<file path="config.mk">
export PLATFORM = sky130hd
export DESIGN_NAME = pn3o_ctrl
export DESIGN_NICKNAME = d
export VERILOG_FILES = /design/src/pn3o_pkg.sv /design/src/pn3o_ctrl.sv
export SDC_FILE = /design/constraint.sdc
export NUM_CORES = 1
export LEC_CHECK = 0
export BUFFER_PORTS_ARGS = -buffer_cell sky130_fd_sc_hd__buf_2
export CELL_PAD_IN_SITES_DETAIL_PLACEMENT = 0
export CELL_PAD_IN_SITES_GLOBAL_PLACEMENT = 1
export CORE_UTILIZATION = 44
export CTS_CLUSTER_DIAMETER = 150
export DETAILED_ROUTE_END_ITERATION = 6
export HOLD_SLACK_MARGIN = 0.15
export PLACE_DENSITY_LB_ADDON = 0.08
export SYNTH_ARGS = -nofsm -noshare
export SYNTH_HDL_FRONTEND = slang
export SYNTH_SLANG_ARGS = --single-unit
export TNS_END_PERCENT = 30
</file>
<file path="constraint.sdc">
create_clock -name clk_i -period 2.05 [get_ports clk_i]
set_input_delay 0.41 -clock clk_i [delete_from_list [all_inputs] [get_ports clk_i]]
set_output_delay 0.41 -clock clk_i [all_outputs]
set_load 0.02 [all_outputs]
</file>
<file path="src/pn3o_pkg.sv">
// ----------------------------------------------------------------------------
// pn3o_pkg
// Shared types, constants and helper functions for the octave noise block.
// ----------------------------------------------------------------------------
`default_nettype none

package pn3o_pkg;

  // Fixed widths of the fixed-point datapath
  localparam int unsigned CELL_W      = 8;
  localparam int unsigned FRAC_W      = 16;
  localparam int unsigned FADE_W      = 17;
  localparam int unsigned GRAD_W      = 19;
  localparam int unsigned VAL_W       = 20;
  localparam int unsigned STEP_W      = 5;
  localparam int unsigned TABLE_DEPTH = 256;

  // Octave schedule: split, fade, hash chain, gradients, lerps, accumulate
  localparam logic [STEP_W-1:0] STEP_SPLIT = 5'd0;
  localparam logic [STEP_W-1:0] STEP_SQR   = 5'd1;
  localparam logic [STEP_W-1:0] STEP_CUBE  = 5'd2;
  localparam logic [STEP_W-1:0] STEP_FADE  = 5'd3;
  localparam logic [STEP_W-1:0] STEP_GRAD0 = 5'd8;
  localparam logic [STEP_W-1:0] STEP_LERP0 = 5'd16;
  localparam logic [STEP_W-1:0] STEP_LAST  = 5'd30;

  // Fade polynomial constants (ten in Q16, fifteen as a plain integer)
  localparam logic [20:0] FADE_TEN = 21'd655360;
  localparam logic [20:0] FADE_15  = 21'd15;

  // Output saturation limits (Q2.14)
  localparam logic [15:0] SAT_POS = 16'h7FFF;
  localparam logic [15:0] SAT_NEG = 16'h8000;

  // Configuration register indexes
  typedef enum logic [1:0] {
    CFG_FREQ = 2'd0,
    CFG_OCT  = 2'd1,
    CFG_AMP  = 2'd2
  } cfg_idx_e;

  // Commands from the controller to the datapath
  typedef enum logic [2:0] {
    CMD_NONE,
    CMD_LOAD,
    CMD_EVAL,
    CMD_ZERO,
    CMD_STEP,
    CMD_DIV_INIT,
    CMD_DIV,
    CMD_OUT
  } cmd_e;

  typedef struct packed {
    cmd_e              cmd;
    logic [STEP_W-1:0] step;
  } ctrl_cmd_t;

  // Lerp j reads corners a and b and writes its result back over a
  function automatic logic [2:0] lerp_a(input logic [2:0] j);
    logic [2:0] r;
    case (j)
      3'd0:    r = 3'd0;
      3'd1:    r = 3'd2;
      3'd2:    r = 3'd4;
      3'd3:    r = 3'd6;
      3'd4:    r = 3'd0;
      3'd5:    r = 3'd4;
      default: r = 3'd0;
    endcase
    return r;
  endfunction

  function automatic logic [2:0] lerp_b(input logic [2:0] j);
    logic [2:0] r;
    case (j)
      3'd0:    r = 3'd1;
      3'd1:    r = 3'd3;
      3'd2:    r = 3'd5;
      3'd3:    r = 3'd7;
      3'd4:    r = 3'd2;
      3'd5:    r = 3'd6;
      default: r = 3'd4;
    endcase
    return r;
  endfunction

  // Gradient select on the cube edge directions, offsets in Q16
  function automatic logic signed [GRAD_W-1:0] grad(
    input logic [3:0]         h,
    input logic signed [17:0] x,
    input logic signed [17:0] y,
    input logic signed [17:0] z
  );
    logic signed [17:0]       u;
    logic signed [17:0]       v;
    logic signed [GRAD_W-1:0] su;
    logic signed [GRAD_W-1:0] sv;
    u  = (h < 4'd8) ? x : y;
    v  = (h < 4'd4) ? y : (((h == 4'd12) || (h == 4'd14)) ? x : z);
    su = h[0] ? -{u[17], u} : {u[17], u};
    sv = h[1] ? -{v[17], v} : {v[17], v};
    return su + sv;
  endfunction

endpackage

`default_nettype wire

</file>
<file path="src/pn3o_ctrl.sv">
// ----------------------------------------------------------------------------
// pn3o_ctrl
// Sequencer: input and output handshakes, octave and step counters, divider
// step count. Drives one command per cycle to the datapath.
// ----------------------------------------------------------------------------
`default_nettype none

module pn3o_ctrl #(
  parameter int unsigned MAX_OCTAVES = 8
) (
  input  wire logic                 clk_i,
  input  wire logic                 rst_ni,
  input  wire logic                 in_valid_i,
  output logic                      in_stall_o,
  input  wire logic                 op_i,
  input  wire logic [3:0]           octave_count_i,
  input  wire logic                 amp_zero_i,
  output logic                      out_valid_o,
  input  wire logic                 out_stall_i,
  output pn3o_pkg::ctrl_cmd_t       cmd_o
);

  localparam int unsigned TW = pn3o_pkg::VAL_W + MAX_OCTAVES;
  localparam int unsigned OW = $clog2(MAX_OCTAVES + 1);
  localparam int unsigned DW = $clog2(TW + 1);

  typedef enum logic [4:0] {
    ST_IDLE = 5'b00001,
    ST_OCT  = 5'b00010,
    ST_PREP = 5'b00100,
    ST_DIV  = 5'b01000,
    ST_FIN  = 5'b10000
  } state_e;

  state_e                           state_q, state_d;
  logic [pn3o_pkg::STEP_W-1:0]      step_q, step_d;
  logic [OW-1:0]                    oct_q, oct_d;
  logic [OW-1:0]                    cnt_q, cnt_d;
  logic [DW-1:0]                    div_q, div_d;
  logic                             out_valid_q, out_valid_d;
  logic [OW-1:0]                    cnt_sat;
  logic                             in_fire;

  // Octave count clamps to the built-in maximum
  assign cnt_sat = (32'(octave_count_i) > MAX_OCTAVES) ? OW'(MAX_OCTAVES)
                                                       : OW'(octave_count_i);

  assign in_stall_o  = (state_q != ST_IDLE);
  assign in_fire     = in_valid_i && !in_stall_o;
  assign out_valid_o = out_valid_q;

  // Next state and command
  always_comb begin
    state_d     = state_q;
    step_d      = step_q;
    oct_d       = oct_q;
    cnt_d       = cnt_q;
    div_d       = div_q;
    out_valid_d = out_valid_q && out_stall_i;
    cmd_o.cmd   = pn3o_pkg::CMD_NONE;
    cmd_o.step  = step_q;
    case (state_q)
      ST_IDLE: begin
        if (in_fire) begin
          if (!op_i) begin
            cmd_o.cmd = pn3o_pkg::CMD_LOAD;
          end else if ((octave_count_i == 4'd0) || amp_zero_i) begin
            cmd_o.cmd = pn3o_pkg::CMD_ZERO;
            state_d   = ST_FIN;
          end else begin
            cmd_o.cmd = pn3o_pkg::CMD_EVAL;
            state_d   = ST_OCT;
            step_d    = pn3o_pkg::STEP_SPLIT;
            oct_d     = '0;
            cnt_d     = cnt_sat;
          end
        end
      end
      ST_OCT: begin
        cmd_o.cmd = pn3o_pkg::CMD_STEP;
        if (step_q == pn3o_pkg::STEP_LAST) begin
          step_d = pn3o_pkg::STEP_SPLIT;
          if (oct_q == cnt_q - OW'(1)) begin
            state_d = ST_PREP;
          end else begin
            oct_d = oct_q + OW'(1);
          end
        end else begin
          step_d = step_q + pn3o_pkg::STEP_W'(1);
        end
      end
      ST_PREP: begin
        cmd_o.cmd = pn3o_pkg::CMD_DIV_INIT;
        div_d     = '0;
        state_d   = ST_DIV;
      end
      ST_DIV: begin
        cmd_o.cmd = pn3o_pkg::CMD_DIV;
        div_d     = div_q + DW'(1);
        if (div_q == DW'(TW - 1)) begin
          state_d = ST_FIN;
        end
      end
      ST_FIN: begin
        // Result register is free or being emptied this cycle
        if (!out_valid_q || !out_stall_i) begin
          cmd_o.cmd   = pn3o_pkg::CMD_OUT;
          out_valid_d = 1'b1;
          state_d     = ST_IDLE;
        end
      end
      default: begin
        state_d = ST_IDLE;
      end
    endcase
  end

  // Control registers
  always_ff @(posedge clk_i or negedge rst_ni) begin
    if (!rst_ni) begin
      state_q     <= ST_IDLE;
      step_q      <= '0;
      oct_q       <= '0;
      cnt_q       <= '0;
      div_q       <= '0;
      out_valid_q <= 1'b0;
    end else begin
      state_q     <= state_d;
      step_q      <= step_d;
      oct_q       <= oct_d;
      cnt_q       <= cnt_d;
      div_q       <= div_d;
      out_valid_q <= out_valid_d;
    end
  end

endmodule

`default_nettype wire

</file>
# Word level (Yosys, flattened, before mapping)
# Index checks and enable logic that the tools add are counted.
# totals
reg_bits	24
output_inout_bits	10
word_cells	71
# op_classes
n_addsub	4
n_lt_le_gt_ge	1
n_eq_ne	17
muxes	28
n_bitwise	1
reduce_logical	14
# ops
op	count
$mux W5	11
$pmux W5 S5	1
$mux W4	6
$pmux W5 S2	2
$ne A2 B2 Y1 const B	8
$eq A5 B5 Y1 const B	3
$pmux W3 S5	1
$reduce_and A6 Y1	2
$add A5 B1 Y5 const B	2
$pmux W4 S2	1
$reduce_and A4 Y1	2
$eq A5 B1 Y1 const B	1
$eq A5 B2 Y1 const B	1
$eq A5 B3 Y1 const B	1
$eq A5 B4 Y1 const B	1
$ne A5 B1 Y1 const B	1
$add A4 B1 Y4 const B	1
$eq A4 B4 Y1	1
$gt A4 B4 Y1 const B	1
$logic_not A4 Y1	1
$mux W2	2
$reduce_bool A2 Y1	2
$sub A4 B1 Y4 const B	1
$logic_not A1 Y1	3
5 further kinds	9

# Depth between registers and ports, before layout
# logic_depth
depth_word	6
mapped_depth	6
ltp_nobuf	6

# Least setup slack after synthesis
# Ideal clock, no wire load.
# synth_timing
kind	input port to output port
startpoint	input octave_count_i[1]
endpoint	output cmd_o[5] in the netlist's numbering
t_arrival_ns	1.393
required_ns	1.640
setup_slack_ns	0.247
stages	4
n_path_buf	1
cell_sequence	o41ai_2 clkbuf_1 o211ai_1 nand3_1
# synth_lines
element	line	source
start, declared	pn3o_ctrl.sv:16	input wire logic [3:0] octave_count_i,
end, declared	pn3o_ctrl.sv:20	output pn3o_pkg::ctrl_cmd_t cmd_o

==> Flow_metrics.wiki <==
{| class="wikitable"
! Metric !! Value
|-
| Result of the run || complete, no violations
|-
| Endpoint class of the critical path || output port
|-
| Post-synthesis instance area || 1425 µm²
|-
| Fin crit period || between 1.5 and 2 ns
|-
| Mean instance size in the synthesized netlist || about 10 µm²
|-
| Final-layout fill cell count || a little under 300
|-
| Hold-critical path endpoint || cnt_q[0]
|-
| Clock tree root buffer cell || sky130_fd_sc_hd__clkbuf_4
|-
| Bufs on Longest Clock Path || 2
|-
| Initial DRT Pass Iterations || 4
|-
| Crit start category || register
|-
| Post-synth EDFFs || 0
|-
| Total chip power || 0.001861 W
|-
| Antenna cells || 0
|-
| Worst Tran Pin Value || between 0.5 and 0.6 ns
|-
| Share of async-settable or async-resettable flops after synthesis || 1.000
|-
| Overflow after GRT || 0
|-
| Number of global-route vias before repair || 1143
|-
| Ordered cell list for the critical path || buf_4 > nor3_4 > a32oi_2 > nand3_1 > buf_2
|-
| Met2 Usage GRT || 0.3133
|-
| CP max-delay cell || sky130_fd_sc_hd__dfstp_2
|-
| Detailed placer's ending HPWL || between 2 and 2.5 mm
|-
| Required time reported for the critical path endpoint || between 1.5 and 2 ns
|-
| Post-synthesis share of cell area spent on full adders, half adders and majority gates || 0.04390
|-
| Post-synthesis sequential area ratio || 0.4223
|-
| Peak clock frequency supported by timing || 500.7 MHz
|-
| Final layout net count || 188
|-
| Fraction of synthesized cell area taken by the top area cell type || 0.4039
|-
| Core area || about 3100 µm²
|-
| Initial antenna violation count || 0
|-
| Height of the chip || a little under 60 µm
|-
| Placed cells || between 200 and 250
|-
| Yosys top cell by area || sky130_fd_sc_hd__dfrtp_1
|-
| Via count || ~1200
|-
| RSZ-0062 raised after global routing || true
|-
| Total count of hold-check failures in the final report || 0
|-
| Depth of the worst register-to-register path || 6
|-
| Number of maximum-capacitance constraint violations || 0
|-
| Fin Clk Skew || approximately 0.004 ns
|-
| Worst hold-check path type || in2reg
|-
| Combinational family with the most area after synthesis || simple AND/OR/NAND/NOR gates
|-
| Count of warnings emitted by yosys || 0
|-
| Die Span X || about 59 µm
|-
| Max-slew violation count || 0
|-
| WP data arrival || approximately 1.6 ns
|-
| Type of the worst setup path || reg2out
|-
| Maximum number of pins on one net before global-route repair || 25
|-
| Effective utilization at floorplan || 0.4668
|-
| Xor-xnor portion of the synthesized cell area || 0.05882
|-
| Critical R2R Capture || oct_q[1]
|-
| Post-Syn Instances || between 100 and 150
|-
| R2R Setup Slk || 0.25 ns
|-
| Met3 Resource Use GR || 0.02637
|-
| Clock input transition at the sequential cells of the worst setup and hold paths || between 0.1 and 0.15 ns
|-
| Simple logic cell fraction of the synthesized area || 0.2204
|-
| Final ANT Viol Nets || 0
|-
| GR Layer Usage met1 || 0.2682
|-
| Final cell area excluding filler cells || about 1800 µm²
|-
| Static leakage || 0.8069 nW
|-
| Worst-skew pair later-pin latency || about 0.32 ns
|-
| Leading cell type in the layout, fill and taps excluded || sky130_fd_sc_hd__dfrtp_1
|-
| Fraction of synthesized area in multiplexers || 0.02195
|-
| Smallest hold slack || roughly 0.35 ns
|-
| Remaining max-slew budget at the tightest pin || 0.6365
|-
| Dominant delay contributor by cell family on the critical path || flip-flops
|-
| Accumulated negative setup slack || 0 ns
|-
| Main area contributors after synthesis || sky130_fd_sc_hd__dfrtp_1, sky130_fd_sc_hd__ha_1, sky130_fd_sc_hd__nand3_1, sky130_fd_sc_hd__o2111ai_1, sky130_fd_sc_hd__xor2_1
|-
| Routed WL per cell || approximately 14 µm
|-
| Net count of the mapped netlist || approximately 160
|-
| Fraction of layout cells with a size suffix above 1 || 0.2907
|-
| Count of input and output buffers || 19
|-
| Relative area change from synthesis to final layout || 23.00%
|-
| Wire length of the first global-routing pass || approximately 5.1 mm
|-
| Area of the die || roughly 3500 µm²
|-
| DRT iter0 DRCs || 50
|-
| Synth unique cells || 46
|-
| GP Congestion || roughly 0.90
|-
| Count of boundary I/O pins || 20
|-
| Number of stages on the worst hold path || 3
|-
| TritonCTS clock tree || done
|-
| Std-Cell Rows || 20
|-
| FF-to-FF Start || cnt_q[0]
|-
| Vias per cell || roughly 5.5
|-
| Critical path fanouts, max || 3
|-
| Power per cell area || 1061 nW/µm²
|-
| Hold Crit Start || octave_count_i[0]
|-
| Highest-count cells in the layout ignoring fill and taps || sky130_fd_sc_hd__dfrtp_1, sky130_fd_sc_hd__buf_2, sky130_fd_sc_hd__nand3_1
|-
| Post-detailed-routing wire length || between 3 and 4 mm
|-
| Count of state elements after synthesis || 24
|-
| Slowest stage delay, CP || between 0.5 and 0.6 ns
|-
| Sum of buffers and inverters on the critical path || 2
|-
| Tot GR Track Use || 0.1940
|-
| Number of levels in the clock H-tree || 1
|-
| Largest vdd supply drop || between 0.4 and 0.5 mV
|-
| Fraction of the cycle the final worst path needs || 0.9742
|-
| Final-report setup violation count || 0
|-
| Flip-flop cell with the highest count after synthesis || sky130_fd_sc_hd__dfrtp_1
|-
| Area after DPL || approximately 1600 µm²
|-
| Num Clock Sinks || 24
|-
| Non-filler instance count after layout || ~220
|-
| Synthesized-area fraction occupied by ao, oa, aoi and oai cells || 0.2037
|-
| DRC || 0
|-
| Num CTS Buffers || 3
|-
| Routing layer with the top usage in global route || met2
|}
## report_power, final
group,total [W],switching [W],leakage (nW),internal [W]
clock,0.000253,0.000144,0.0210,0.000109
combinational,0.000881,0.000476,0.488,0.000405
sequential,0.000726,0.000137,0.298,0.000589
## layer usage
| metal | vias to the layer above | share of wire |
|---|---|---|
| met5 | - | 0 |
| met4 | 0 | 0.015 |
| met3 | 6 | 0.034 |
| met2 | 26 | 0.46 |
| met1 | 563 | 0.49 |
| li1 | 598 | - |
## registers in the layout, summed over array words and instances, names as in the netlist
register     flops
div_q            5
state_q          5
step_q           5
cnt_q            4
oct_q            4
out_valid_o      1
## cell usage after synthesis, types with 2 or more instances
| library cell | instances |
|---|---|
| sky130_fd_sc_hd__nand3_1 | 12 |
| sky130_fd_sc_hd__nor3_1 | 4 |
| sky130_fd_sc_hd__xnor2_1 | 2 |
| sky130_fd_sc_hd__nor3b_1 | 3 |
| sky130_fd_sc_hd__mux2i_1 | 2 |
| sky130_fd_sc_hd__or2_1 | 2 |
| sky130_fd_sc_hd__nor2_1 | 2 |
| sky130_fd_sc_hd__o2111ai_1 | 5 |
| sky130_fd_sc_hd__o21ai_1 | 7 |
| sky130_fd_sc_hd__nand2_1 | 10 |
| sky130_fd_sc_hd__o21bai_1 | 2 |
| sky130_fd_sc_hd__xor2_1 | 5 |
| sky130_fd_sc_hd__dfrtp_1 | 23 |
| sky130_fd_sc_hd__inv_1 | 7 |
| sky130_fd_sc_hd__and2_1 | 2 |
| sky130_fd_sc_hd__a21o_1 | 3 |
| sky130_fd_sc_hd__o221ai_1 | 2 |
| sky130_fd_sc_hd__o21ai_0 | 6 |
| sky130_fd_sc_hd__ha_1 | 5 |
| sky130_fd_sc_hd__nand2b_1 | 5 |
| sky130_fd_sc_hd__o2bb2ai_1 | 3 |
| sky130_fd_sc_hd__a22o_1 | 2 |
| sky130_fd_sc_hd__nor2b_1 | 2 |
| sky130_fd_sc_hd__o211ai_1 | 3 |
## layout make-up
type | count | area [µm²] | area share
inverter | 7 | 26.28 | 0.01499
tap | 44 | 55.05 | 0.03141
clock buffer | 4 | 36.28 | 0.02070
multi-input combinational | 108 | 843.3 | 0.4811
timing repair buffer | 29 | 185.2 | 0.1056
sequential | 24 | 606.8 | 0.3462
## what timing repair did
| item | CTS | global route |
|---|---|---|
| pin swaps | 3 | 2 |
| cloned | 0 | 0 |
| endpoints found under the hold margin | 23 | 0 |
| endpoints found under the setup margin | 3 | 3 |
| buffers inserted | 2 | 2 |
| hold buffers | 1 | 0 |
| resized for setup | 7 | 12 |
## per-stage QoR
step | setup WS [ns] | util
floorplan | 0.2470 | -
global placement | 0.2266 | 0.5234
detailed placement | 0.2026 | 0.5234
CTS | 0.00002320 | 0.5496
global route | -0.02267 | 0.5742
finish | 0.05297 | 0.5742
## worst register-to-register path, stage by stage (launching register included)
cell and delay (ns):
sky130_fd_sc_hd__dfrtp_1 0.43, sky130_fd_sc_hd__inv_1 0.06, sky130_fd_sc_hd__ha_1 0.19, sky130_fd_sc_hd__xnor3_1 0.35
sky130_fd_sc_hd__nand3_1 0.18, sky130_fd_sc_hd__or2_1 0.30, sky130_fd_sc_hd__o211ai_1 0.21
## cell families after synthesis
kind of cell / count (synthesis)
adder cells (fa/ha/maj): 5
multiplexers: 3
AO/OA/AOI/OAI: 39
flip-flops: 24
buffers and inverters: 9
XOR/XNOR: 8
AND/OR/NAND/NOR: 53
## worst max path at each step
stage	endpoint	startpoint	slack [ns]	cells after the start
after floorplan	cmd_o[5]	octave_count_i[1]	0.25	4
after global routing	cmd_o[5]	state_q[0]	-0.02	5
after global placement	cmd_o[6]	state_q[3]	0.23	5
after detailed placement	cmd_o[6]	state_q[3]	0.20	5
after CTS	cmd_o[6]	state_q[3]	0.00002	4
final	cmd_o[7]	state_q[0]	0.05	5
No activity file was read; power rests on OpenSTA's default activity.
